==> src/rtl/lpbs_pkg.sv <==
`timescale 1ns / 1ps

package lpbs_pkg;

  localparam int NUM_LEDS_DEF = 8;
  localparam int MAX_SETS     = 8;
  localparam int IN_TDATA_W   = 104;
  localparam int OUT_TDATA_W  = 32;

  localparam logic [8:0]  CNT_ENDLESS = 9'h1FF;
  localparam logic [16:0] ON_FOREVER  = 17'h1FFFF;
  localparam logic [16:0] ELAPSED_MAX = 17'h1FFFF;
  localparam logic [4:0]  PRIO_RELEASE = 5'h1F;

  localparam logic OP_TICK = 1'b0;
  localparam logic OP_CMD  = 1'b1;

  // command payload, last declared field (led_index) in the lowest bits
  typedef struct packed {
    logic [4:0]  pad;
    logic [4:0]  cmd_priority;
    logic [15:0] burst_gap_ticks;
    logic [8:0]  burst_total;
    logic [8:0]  pulse_total;
    logic [15:0] off_ticks;
    logic [16:0] on_ticks;
    logic [7:0]  blue;
    logic [7:0]  green;
    logic [7:0]  red;
    logic [2:0]  led_index;
  } lpbs_in_t;

  typedef struct packed {
    logic [4:0] pad;
    logic [7:0] out_blue;
    logic [7:0] out_green;
    logic [7:0] out_red;
    logic [2:0] out_index;
  } lpbs_out_t;

  // per-led sequence record
  typedef struct packed {
    logic        lit;
    logic [23:0] colour;
    logic [16:0] on_dur;
    logic [15:0] off_dur;
    logic [8:0]  pulse_reload;
    logic [8:0]  pulses;
    logic [8:0]  bursts;
    logic [15:0] gap;
    logic [3:0]  prio;
    logic [16:0] elapsed;
  } led_rec_t;

endpackage

==> src/rtl/led_pulse_burst_sequencer_top.sv <==
`timescale 1ns / 1ps

// Multi-channel RGB LED blink engine. A command transfer (tuser = 1) loads one
// LED's pulse and burst sequence, subject to that LED's held priority, and
// returns one colour set with tlast high; a rejected command returns nothing.
// A tick transfer (tuser = 0) advances every LED and returns one colour set for
// each LED that changes phase, in LED order, at most eight, tlast on the final
// one. All per-LED state sits in a state memory with one read and one write
// port that one shared update unit walks one LED per cycle; it waits while a
// finished colour set cannot yet be handed to the output side. The
// block takes no new transfer until the current one is done.
module led_pulse_burst_sequencer_top #(
  parameter int NUM_LEDS = lpbs_pkg::NUM_LEDS_DEF
) (
  input  logic                           clk,
  input  logic                           rst_n,
  input  logic                           in_tvalid,
  output logic                           in_tready,
  // led_index, red, green, blue, on_ticks, off_ticks, pulse_total,
  // burst_total, burst_gap_ticks, cmd_priority, zero pad
  input  logic [lpbs_pkg::IN_TDATA_W-1:0] in_tdata,
  // operation
  input  logic                           in_tuser,
  output logic                           out_tvalid,
  input  logic                           out_tready,
  // out_index, out_red, out_green, out_blue, zero pad
  output logic [lpbs_pkg::OUT_TDATA_W-1:0] out_tdata,
  output logic                           out_tlast
);
  import lpbs_pkg::*;

  localparam int AW = (NUM_LEDS > 1) ? $clog2(NUM_LEDS) : 1;

  typedef enum logic [1:0] {
    ST_IDLE,
    ST_CMD,
    ST_TICK,
    ST_FLUSH
  } state_t;

  state_t            state_r, state_nxt;
  logic [AW-1:0]     idx_r, idx_nxt;
  logic [3:0]        cnt_r, cnt_nxt;
  lpbs_in_t          cmd_r, cmd_nxt;
  logic              pend_v_r, pend_v_nxt;
  logic [2:0]        pend_idx_r, pend_idx_nxt;
  logic [23:0]       pend_col_r, pend_col_nxt;
  logic              out_valid_r, out_valid_nxt;
  lpbs_out_t         out_data_r, out_data_nxt;
  logic              out_last_r, out_last_nxt;

  // state memory
  led_rec_t          mem [NUM_LEDS];
  logic [NUM_LEDS-1:0] valid_r;
  led_rec_t          rd_rec_r;
  logic              rd_vld_r;
  logic              rd_en, wr_en;
  logic [AW-1:0]     rd_addr, wr_addr;
  led_rec_t          wr_rec;

  // shared update unit
  led_rec_t          cur;
  led_rec_t          tick_rec, cmd_rec;
  logic              tick_chg;
  logic [23:0]       tick_col;
  logic [16:0]       el1;
  logic              cmd_ok;
  logic              slot_free;
  logic              push, push_last;
  logic [2:0]        push_idx;
  logic [23:0]       push_col;

  assign in_tready  = (state_r == ST_IDLE);
  assign out_tvalid = out_valid_r;
  assign out_tdata  = out_data_r;
  assign out_tlast  = out_last_r;
  assign slot_free  = !out_valid_r || out_tready;

  assign cur = rd_vld_r ? rd_rec_r : '0;
  assign el1 = (cur.elapsed == ELAPSED_MAX) ? cur.elapsed : cur.elapsed + 17'd1;

  always_comb begin
    tick_rec = cur;
    tick_rec.elapsed = el1;
    tick_chg = 1'b0;
    tick_col = '0;
    if (cur.lit) begin
      if (cur.on_dur != ON_FOREVER &&
          $signed({1'b0, el1}) > $signed({cur.on_dur[16], cur.on_dur})) begin
        tick_rec.lit = 1'b0;
        tick_chg = 1'b1;
        if (cur.pulses != '0 || cur.bursts != '0) begin
          tick_rec.elapsed = '0;
        end else begin
          tick_rec.prio = '0;
        end
      end
    end else if (cur.pulses != '0) begin
      if (el1 > {1'b0, cur.off_dur}) begin
        tick_rec.lit = 1'b1;
        tick_chg = 1'b1;
        tick_col = cur.colour;
        if (cur.pulses != CNT_ENDLESS) begin
          tick_rec.pulses = cur.pulses - 9'd1;
        end
        tick_rec.elapsed = '0;
      end
    end else if (cur.bursts != '0) begin
      if (el1 > {1'b0, cur.gap}) begin
        tick_rec.lit = 1'b1;
        tick_chg = 1'b1;
        tick_col = cur.colour;
        if (cur.bursts != CNT_ENDLESS) begin
          tick_rec.bursts = cur.bursts - 9'd1;
        end
        tick_rec.pulses = cur.pulse_reload - 9'd1;
        tick_rec.elapsed = '0;
      end
    end
  end

  always_comb begin
    cmd_ok = (cmd_r.cmd_priority == PRIO_RELEASE) ||
             ($signed(cmd_r.cmd_priority) >= $signed({1'b0, cur.prio}));
    cmd_rec.lit          = 1'b1;
    cmd_rec.colour       = {cmd_r.red, cmd_r.green, cmd_r.blue};
    cmd_rec.on_dur       = cmd_r.on_ticks;
    cmd_rec.off_dur      = cmd_r.off_ticks;
    cmd_rec.pulse_reload = cmd_r.pulse_total;
    cmd_rec.pulses       = (!cmd_r.pulse_total[8] && cmd_r.pulse_total != '0) ?
                           cmd_r.pulse_total - 9'd1 : cmd_r.pulse_total;
    cmd_rec.bursts       = (!cmd_r.burst_total[8] && cmd_r.burst_total != '0) ?
                           cmd_r.burst_total - 9'd1 : cmd_r.burst_total;
    cmd_rec.gap          = cmd_r.burst_gap_ticks;
    cmd_rec.prio         = (cmd_r.cmd_priority == PRIO_RELEASE) ?
                           4'd0 : cmd_r.cmd_priority[3:0];
    cmd_rec.elapsed      = '0;
  end

  always_comb begin
    state_nxt    = state_r;
    idx_nxt      = idx_r;
    cnt_nxt      = cnt_r;
    cmd_nxt      = cmd_r;
    pend_v_nxt   = pend_v_r;
    pend_idx_nxt = pend_idx_r;
    pend_col_nxt = pend_col_r;
    rd_en        = 1'b0;
    rd_addr      = '0;
    wr_en        = 1'b0;
    wr_addr      = idx_r;
    wr_rec       = tick_rec;
    push         = 1'b0;
    push_last    = 1'b0;
    push_idx     = pend_idx_r;
    push_col     = pend_col_r;

    unique case (state_r)
      ST_IDLE: begin
        if (in_tvalid) begin
          cmd_nxt = lpbs_in_t'(in_tdata);
          if (in_tuser == OP_CMD) begin
            if (32'(cmd_nxt.led_index) < NUM_LEDS) begin
              rd_en     = 1'b1;
              rd_addr   = AW'(cmd_nxt.led_index);
              state_nxt = ST_CMD;
            end
          end else begin
            rd_en      = 1'b1;
            rd_addr    = '0;
            idx_nxt    = '0;
            cnt_nxt    = '0;
            pend_v_nxt = 1'b0;
            state_nxt  = ST_TICK;
          end
        end
      end
      ST_CMD: begin
        if (!cmd_ok) begin
          state_nxt = ST_IDLE;
        end else if (slot_free) begin
          wr_en     = 1'b1;
          wr_addr   = AW'(cmd_r.led_index);
          wr_rec    = cmd_rec;
          push      = 1'b1;
          push_last = 1'b1;
          push_idx  = cmd_r.led_index;
          push_col  = cmd_rec.colour;
          state_nxt = ST_IDLE;
        end
      end
      ST_TICK: begin
        if (!(tick_chg && cnt_r < 4'(MAX_SETS) && pend_v_r && !slot_free)) begin
          wr_en = 1'b1;
          if (tick_chg && cnt_r < 4'(MAX_SETS)) begin
            push         = pend_v_r;
            pend_v_nxt   = 1'b1;
            pend_idx_nxt = 3'(idx_r);
            pend_col_nxt = tick_col;
            cnt_nxt      = cnt_r + 4'd1;
          end
          if (idx_r == AW'(NUM_LEDS - 1)) begin
            state_nxt = ST_FLUSH;
          end else begin
            idx_nxt = idx_r + AW'(1);
            rd_en   = 1'b1;
            rd_addr = idx_r + AW'(1);
          end
        end
      end
      ST_FLUSH: begin
        if (!pend_v_r) begin
          state_nxt = ST_IDLE;
        end else if (slot_free) begin
          push       = 1'b1;
          push_last  = 1'b1;
          pend_v_nxt = 1'b0;
          state_nxt  = ST_IDLE;
        end
      end
      default: state_nxt = ST_IDLE;
    endcase
  end

  always_comb begin
    out_valid_nxt = out_valid_r;
    out_data_nxt  = out_data_r;
    out_last_nxt  = out_last_r;
    if (push) begin
      out_valid_nxt          = 1'b1;
      out_data_nxt.pad       = '0;
      out_data_nxt.out_index = push_idx;
      out_data_nxt.out_red   = push_col[23:16];
      out_data_nxt.out_green = push_col[15:8];
      out_data_nxt.out_blue  = push_col[7:0];
      out_last_nxt           = push_last;
    end else if (out_tready) begin
      out_valid_nxt = 1'b0;
    end
  end

  always_ff @(posedge clk) begin
    if (!rst_n) begin
      state_r     <= ST_IDLE;
      idx_r       <= '0;
      cnt_r       <= '0;
      pend_v_r    <= 1'b0;
      out_valid_r <= 1'b0;
      valid_r     <= '0;
    end else begin
      state_r     <= state_nxt;
      idx_r       <= idx_nxt;
      cnt_r       <= cnt_nxt;
      pend_v_r    <= pend_v_nxt;
      out_valid_r <= out_valid_nxt;
      if (wr_en) begin
        valid_r[wr_addr] <= 1'b1;
      end
    end
    cmd_r      <= cmd_nxt;
    pend_idx_r <= pend_idx_nxt;
    pend_col_r <= pend_col_nxt;
    out_data_r <= out_data_nxt;
    out_last_r <= out_last_nxt;
  end

  always_ff @(posedge clk) begin
    if (wr_en) begin
      mem[wr_addr] <= wr_rec;
    end
    if (rd_en) begin
      rd_rec_r <= mem[rd_addr];
      rd_vld_r <= valid_r[rd_addr];
    end
  end

endmodule

==> config.mk <==
export PLATFORM = sky130hd
export DESIGN_NAME = led_pulse_burst_sequencer_top
export DESIGN_NICKNAME = d
export VERILOG_FILES = /design/src/rtl/lpbs_pkg.sv /design/src/rtl/led_pulse_burst_sequencer_top.sv
export SDC_FILE = /design/constraint.sdc
export NUM_CORES = 2
export LEC_CHECK = 0
export ABC_CLOCK_PERIOD_IN_PS = 13400
export BUFFER_PORTS_ARGS = -buffer_cell sky130_fd_sc_hd__buf_2
export CAP_MARGIN = 20
export CORE_MARGIN = 1
export CORE_UTILIZATION = 35
export DETAILED_ROUTE_END_ITERATION = 12
export PLACE_DENSITY = 0.48
export SLEW_MARGIN = 20
export SYNTH_ARGS = -nofsm -noshare
export SYNTH_HDL_FRONTEND = slang
export SYNTH_SLANG_ARGS = --single-unit
==> constraint.sdc <==
create_clock -name clk -period 13.4 [get_ports clk]
set_clock_uncertainty 0.05 [all_clocks]
set_input_delay 0.67 -clock clk [delete_from_list [all_inputs] [get_ports clk]]
set_output_delay 0.67 -clock clk [all_outputs]
set_load 0.005 [all_outputs]
Yosys cells after proc, flatten, opt, wreduce, memory -nomap -nowiden:

Memories as Yosys holds them, arrays and structs flattened. A register that Yosys moved wholly into a read port is not among the register bits.
Index checks and enable logic that the tools add are counted.

* bits in registers: 174
* output and inout port bits: 35
* input bits: 109
* memory bits (writable): 976
* word-level logic and storage cells: 183
* memories kept: 1

* equal/unequal tests: 15
* reduce and logical (&&, ||, !) cells: 28
* add/subtract/negate cells: 8
* bitwise logic cells: 2
* mux-type cells: 97
* magnitude comparators: 8

Memory list
* mem: words 8, width 122, read ports 1, clocked after Yosys merged registers in 1, write ports 1, line led_pulse_burst_sequencer_top.sv:53 `led_rec_t mem [NUM_LEDS];`

Operators by type and width (count)
* two-way mux 122 bit: 4
* two-way mux 24 bit: 7
* two-way mux 17 bit: 7
* two-way mux 9 bit: 7
* two-way mux 18 bit: 3
* subtractor 9 x 1 -> 9 bit (second input constant): 5
* two-way mux 3 bit: 14
* nonzero test 9 bit: 4
* > comparator 17 x 16 -> 1 bit: 2
* two-way mux 1 bit: 29
* two-way mux 4 bit: 7
* two-way mux 21 bit: 1
* > comparator 18 x 17 -> 1 bit: 1
* != test 9 bit (second input constant): 2
* adder 17 x 1 -> 17 bit (second input constant): 1
* equality test 17 bit (second input constant): 1
* != test 17 bit (second input constant): 1
* AND reduction 5 bit: 3
* two-way mux 2 bit: 7
* != test 2 bit (second input constant): 6
* one-hot mux 3 bit (2 select lines): 2
* less-than comparator 3 x 4 -> 1 bit (second input constant): 2
* bitwise OR 8 bit: 1
* one-hot mux 2 bit (4 select lines): 1
* 23 further kinds: 40

Depth between registers and ports, before layout:

* word-level depth: 15
* depth in mapped cells: 35

Least setup slack after synthesis:

Ideal clock, no wire load.

* path kind: flip-flop to flip-flop
* start: register rd_vld_r
* end: memory mem[3][0] in the netlist's numbering, enable pin
* arrival time: 10.780 ns
* buffers on the path: 10
* path slack: 1.965 ns
* stages on the path, launching flop included: 31
* cells stage by stage: edfxtp_1 -> buf_4 -> buf_2 -> buf_2 -> buf_2 -> buf_1 -> clkbuf_1 -> clkbuf_1 -> clkbuf_1 -> and2_1 -> ha_1 -> buf_2 -> nand4_2 -> o211ai_1 -> nor3_1 -> nand3_1 -> nor2_1 -> xnor2_1 -> nor2_1 -> ha_1 -> and3_1 -> a221o_1 -> a311oi_1 -> o211a_1 -> o21a_1 -> or4_1 -> buf_2 -> a311oi_2 -> nand2_1 -> a41oi_1 -> nor2_1

* word-level cells in the longest chain between the ends: 15
* elaborated cells between the ends (all ways): 29
* those cells by class: 1 x add/sub; 4 x order compare; 2 x eq/ne; 15 x mux; 7 x reduce/logical

Ends and longest elaborated chain
* start, declared: line led_pulse_burst_sequencer_top.sv:56 `logic rd_vld_r;`
* start signal, assigned: line led_pulse_burst_sequencer_top.sv:273 `rd_vld_r <= valid_r[rd_addr];`
* two-way mux 122 bit (*): line led_pulse_burst_sequencer_top.sv:79 `assign cur = rd_vld_r ? rd_rec_r : '0;`
* adder 17 x 1 -> 17 bit or equality test 17 bit (tied branches): line led_pulse_burst_sequencer_top.sv:80 `assign el1 = (cur.elapsed == ELAPSED_MAX) ? cur.elapsed : cur.elapsed + 17'd1;`
* two-way mux 17 bit: line led_pulse_burst_sequencer_top.sv:80
* > comparator 17 x 16 -> 1 bit: line led_pulse_burst_sequencer_top.sv:109 `if (el1 > {1'b0, cur.gap}) begin`
* two-way mux 1 bit: line led_pulse_burst_sequencer_top.sv:109
* two-way mux 1 bit: line led_pulse_burst_sequencer_top.sv:108 `end else if (cur.bursts != '0) begin`
* two-way mux 1 bit: line led_pulse_burst_sequencer_top.sv:98 `end else if (cur.pulses != '0) begin`
* two-way mux 1 bit: line led_pulse_burst_sequencer_top.sv:87 `if (cur.lit) begin`
* logical AND 1 bit (3 in a row): line led_pulse_burst_sequencer_top.sv:193 `if (!(tick_chg && cnt_r < 4'(MAX_SETS) && pend_v_r && !slot_free)) begin`
* two-way mux 1 bit: line led_pulse_burst_sequencer_top.sv:193
* one-hot mux 1 bit (2 select lines): line led_pulse_burst_sequencer_top.sv:158 `unique case (state_r)`
* two-way mux 1 bit: line led_pulse_burst_sequencer_top.sv:268 `if (wr_en) begin`
* two-way mux 1 bit (implied by the code): line led_pulse_burst_sequencer_top.sv:269 `mem[wr_addr] <= wr_rec;`
* end, declared: line led_pulse_burst_sequencer_top.sv:53

Mark *: on every way between the ends. The rest lies on a longest branch, timed or not.

Final worst setup path:

* start: register rd_vld_r
* end: register, netlist name rd_rec_r[57]

* word-level cells in the longest chain between the ends: 13
* elaborated cells between the ends (all ways): 24
* those cells by class: 1 x add/sub; 3 x order compare; 2 x eq/ne; 12 x mux; 6 x reduce/logical

Ends and longest elaborated chain (line)
* two-way mux 122 bit (*): led_pulse_burst_sequencer_top.sv:79
* adder 17 x 1 -> 17 bit or equality test 17 bit (tied branches): led_pulse_burst_sequencer_top.sv:80
* two-way mux 17 bit: led_pulse_burst_sequencer_top.sv:80
* > comparator 17 x 16 -> 1 bit: led_pulse_burst_sequencer_top.sv:109
* two-way mux 1 bit: led_pulse_burst_sequencer_top.sv:109
* two-way mux 1 bit: led_pulse_burst_sequencer_top.sv:108
* two-way mux 1 bit: led_pulse_burst_sequencer_top.sv:98
* two-way mux 1 bit (*): led_pulse_burst_sequencer_top.sv:87
* logical AND 1 bit (*) (3 in a row): led_pulse_burst_sequencer_top.sv:193
* two-way mux 3 bit or two-way mux 1 bit (tied branches): led_pulse_burst_sequencer_top.sv:193
* one-hot mux 3 bit (2 select lines) or one-hot mux 1 bit (2 select lines) (tied branches): led_pulse_burst_sequencer_top.sv:158

Marked as above.
A chain may end at the register's enable or synchronous reset.

==> metrics.txt <==
Seq pwr share 43.0%; internal cell power 8.87 mW; CTS max path bufs 3; final wirelength 141000 µm; cts hold-fix bufs 99; switching pwr 4.77 mW; ys flop type edfxtp_1; fin. max-slew vios 0; status completed; fmax 0.109 GHz; Die ar. 150000 µm²; arrival time worst endpoint 9.65 ns; MaxCap Viol Count 0; via count 31250; Comb pwr share 29.2%; worst-margin pin slew 1.10 ns; RSZ-0062 raised after global routing no; Total GRT Usage 18.8%; Hold Path Cell Cnt 2; First-pass DRT Iterations 6; Final Hold Viols 0; Design Power 13.6 mW; CTS H-tree lvls 4; Worst R2R Start rd_vld_r; Min Hold Slack 0.303 ns; PwrDens 227 nW/µm²; Worst VDD drop 0.268 mV; commonest non-fill, non-tap cell in the layout edfxtp_1; period utilisation layout 68.5%; Yosys warnings 0; # DRC 0; ant diodes 0; final core utilization 41.1%; WHS Endpoint out_tvalid; Post-synth ARST share 0%; r2r endpoint rd_rec_r[57]; Final Non-Filler Cells 5982; Via density 5.22; LEAKAGE 20.3 nW; Max FO, Critical Path 86; Worst Setup SP rd_vld_r; Synth cell types 75; Seq/Total Area, Yosys 73.4%; Port Buffers 133; post-DP HPWL 76700 µm; Hold WC Path Type in -> reg; CTS Buf Count 142; clock share of power 27.8%; final net count 4118; DR WL met2 68200 µm; initial core utilization 35.4%; global route overflow 0; WL/cell 23.6 µm; CTS tree done; share of layout cells above drive strength 1 10.6%; Core ar. 146000 µm²; clk_lat worst skew 0.78 ns; crit start category flop; M1 WL 64700 µm; most frequent cells in the layout 1253 x edfxtp_1, 779 x nand2_1, 285 x a21oi_1; Mapped Cells 3720; Clock Pin Slew Worst Setup and Hold Paths 0.06 ns; Final Wtd Congestion 0.853; Setup violations, final 0; R2R setup slack 4.22 ns; Post-Syn Area 51800 µm²; largest net degree at the start of global routing 180; Crit Path Category reg -> reg; # IOs 144; vias in the first global route 31130; CTS resizes 0; first-pass GRT wire length 208000 µm; Clock Tree Root clkbuf_16; initial antenna violation count 1; number of flops mapped to enable cells by yosys 1253; Slew HR 26.5%; setup TNS 0 ns; die span in y 387 µm; Worst Path Required 13.86 ns; startpoint of the worst hold path rst_n; syn avg cell area 13.9 µm²; floorplan row count 140; worst reg2reg path depth 23; Initial DRC Count 2396; met3 wire length 5500 µm; Sw Share 35.0%; clk sink count 1272; Top Metal Used met4; die width 387 µm; Synth Register Bits 1272; ANT nets after route 0; Period minus WS final 9.18 ns; Crit. End Element flop; post-CTS setup buffers 0; synth-to-layout area growth 16.0%; placed insts 5629
==> cells by family (layout without fill, tap and decap cells) <==
logic type               count (synthesis)  in the layout  share of synthesized area (%)
flip-flops                            1272           1272                           73.4
adder cells (fa/ha/maj)                 55             55                           1.32
multiplexers                           257            257                           4.98
AND/OR/NAND/NOR                       1188           1188                           10.1
buffers and inverters                  237            578                           1.99
XOR/XNOR                                39             39                          0.659
other                                    1              5                        0.00724
AO/OA/AOI/OAI                          671            671                           7.62
==> cells in the mapped netlist (all sizes together) (26+ instances only) <==
cell type / instances / area (µm²)
nor3: 37 / 190
a21oi: 288 / 1450
xnor2: 26 / 228
nor2: 102 / 383
mux2i: 251 / 2510
clkbuf: 147 / 552
edfxtp: 1253 / 37600
nand2: 780 / 2930
buf: 61 / 370
o22ai: 132 / 826
nand3: 45 / 230
inv: 29 / 109
ha: 54 / 676
o21ai: 115 / 579
or3: 137 / 857
==> worst max-delay path by stage <==
| stage | endpoint | cells after the start | slack [ns] |
|---|---|---|---|
| floorplan | mem[3][0] | 30 | 1.96 |
| global placement | rd_rec_r[57] | 23 | 4.22 |
| detailed placement | rd_rec_r[57] | 23 | 4.18 |
| CTS | rd_rec_r[57] | 23 | 4.13 |
| global route | rd_rec_r[56] | 23 | 3.79 |
| finish | rd_rec_r[57] | 23 | 4.22 |
==> power groups by stage <==
| stage | sequential [mW] | combinational [mW] | clock [mW] |
|---|---|---|---|
| after detailed placement | 5.93 | 4.00 | 0 |
| final | 5.86 | 3.98 | 3.79 |
| after CTS | 5.86 | 4.03 | 3.88 |
| after global routing | 5.90 | 4.39 | 4.03 |
| after floorplan | 5.83 | 2.55 | 0 |
| after global placement | 5.94 | 3.94 | 0 |
==> stage by stage <==
stage / instance area [µm²] / worst slack, ns
5_1_grt: 60100 / 3.79
2_1_floorplan: 51800 / 1.96
3_3_place_gp: 54600 / 4.22
6_report: 60100 / 4.22
3_5_place_dp: 54600 / 4.18
4_1_cts: 60100 / 4.13
==> state kept, by name, indices dropped and copies added (netlist names), 2 cells and up <==
signal / flops
mem: 976
rd_rec_r: 122
cmd_r: 99
out_tdata: 27
pend_col_r: 24
valid_r: 8
cnt_r: 4
idx_r: 3
pend_idx_r: 3
state_r: 2
==> layer usage <==
metal	global-route usage, %	up-vias
met4	5.28	0
met3	2.68	196
met5	0	-
met2	30.8	683
li1	-	14445
met1	26.0	15926
==> worst max-delay path, stage by stage, from the launching register on <==
cell and delay (ns):
edfxtp_1 0.39, buf_4 0.47, nand4_1 0.27, or4_1 0.83
o211ai_1 0.33, nor3_1 0.16, nand3_1 0.19, nor2_1 0.07
xnor2_1 0.14, nor2_1 0.39, ha_1 0.19, and3_1 0.15
and3_1 0.24, o2111a_1 0.21, o2111ai_1 0.15, o21bai_1 0.19
o21a_1 0.21, or4_1 0.70, a311oi_2 0.69, a31o_4 0.85
or3_4 0.75, buf_12 0.55, o22ai_1 0.21, or3_1 0.37
==> layout make-up <==
class,instances,area (µm²)
well taps,1917,2400
flip-flops and latches,1272,38000
repair buffers,295,2180
multi-input cells,2215,12900
fillers,13522,86200
clock buffers,184,3770
inverters,29,109
clock inverters,70,708
(Power assumes the default switching activity.)
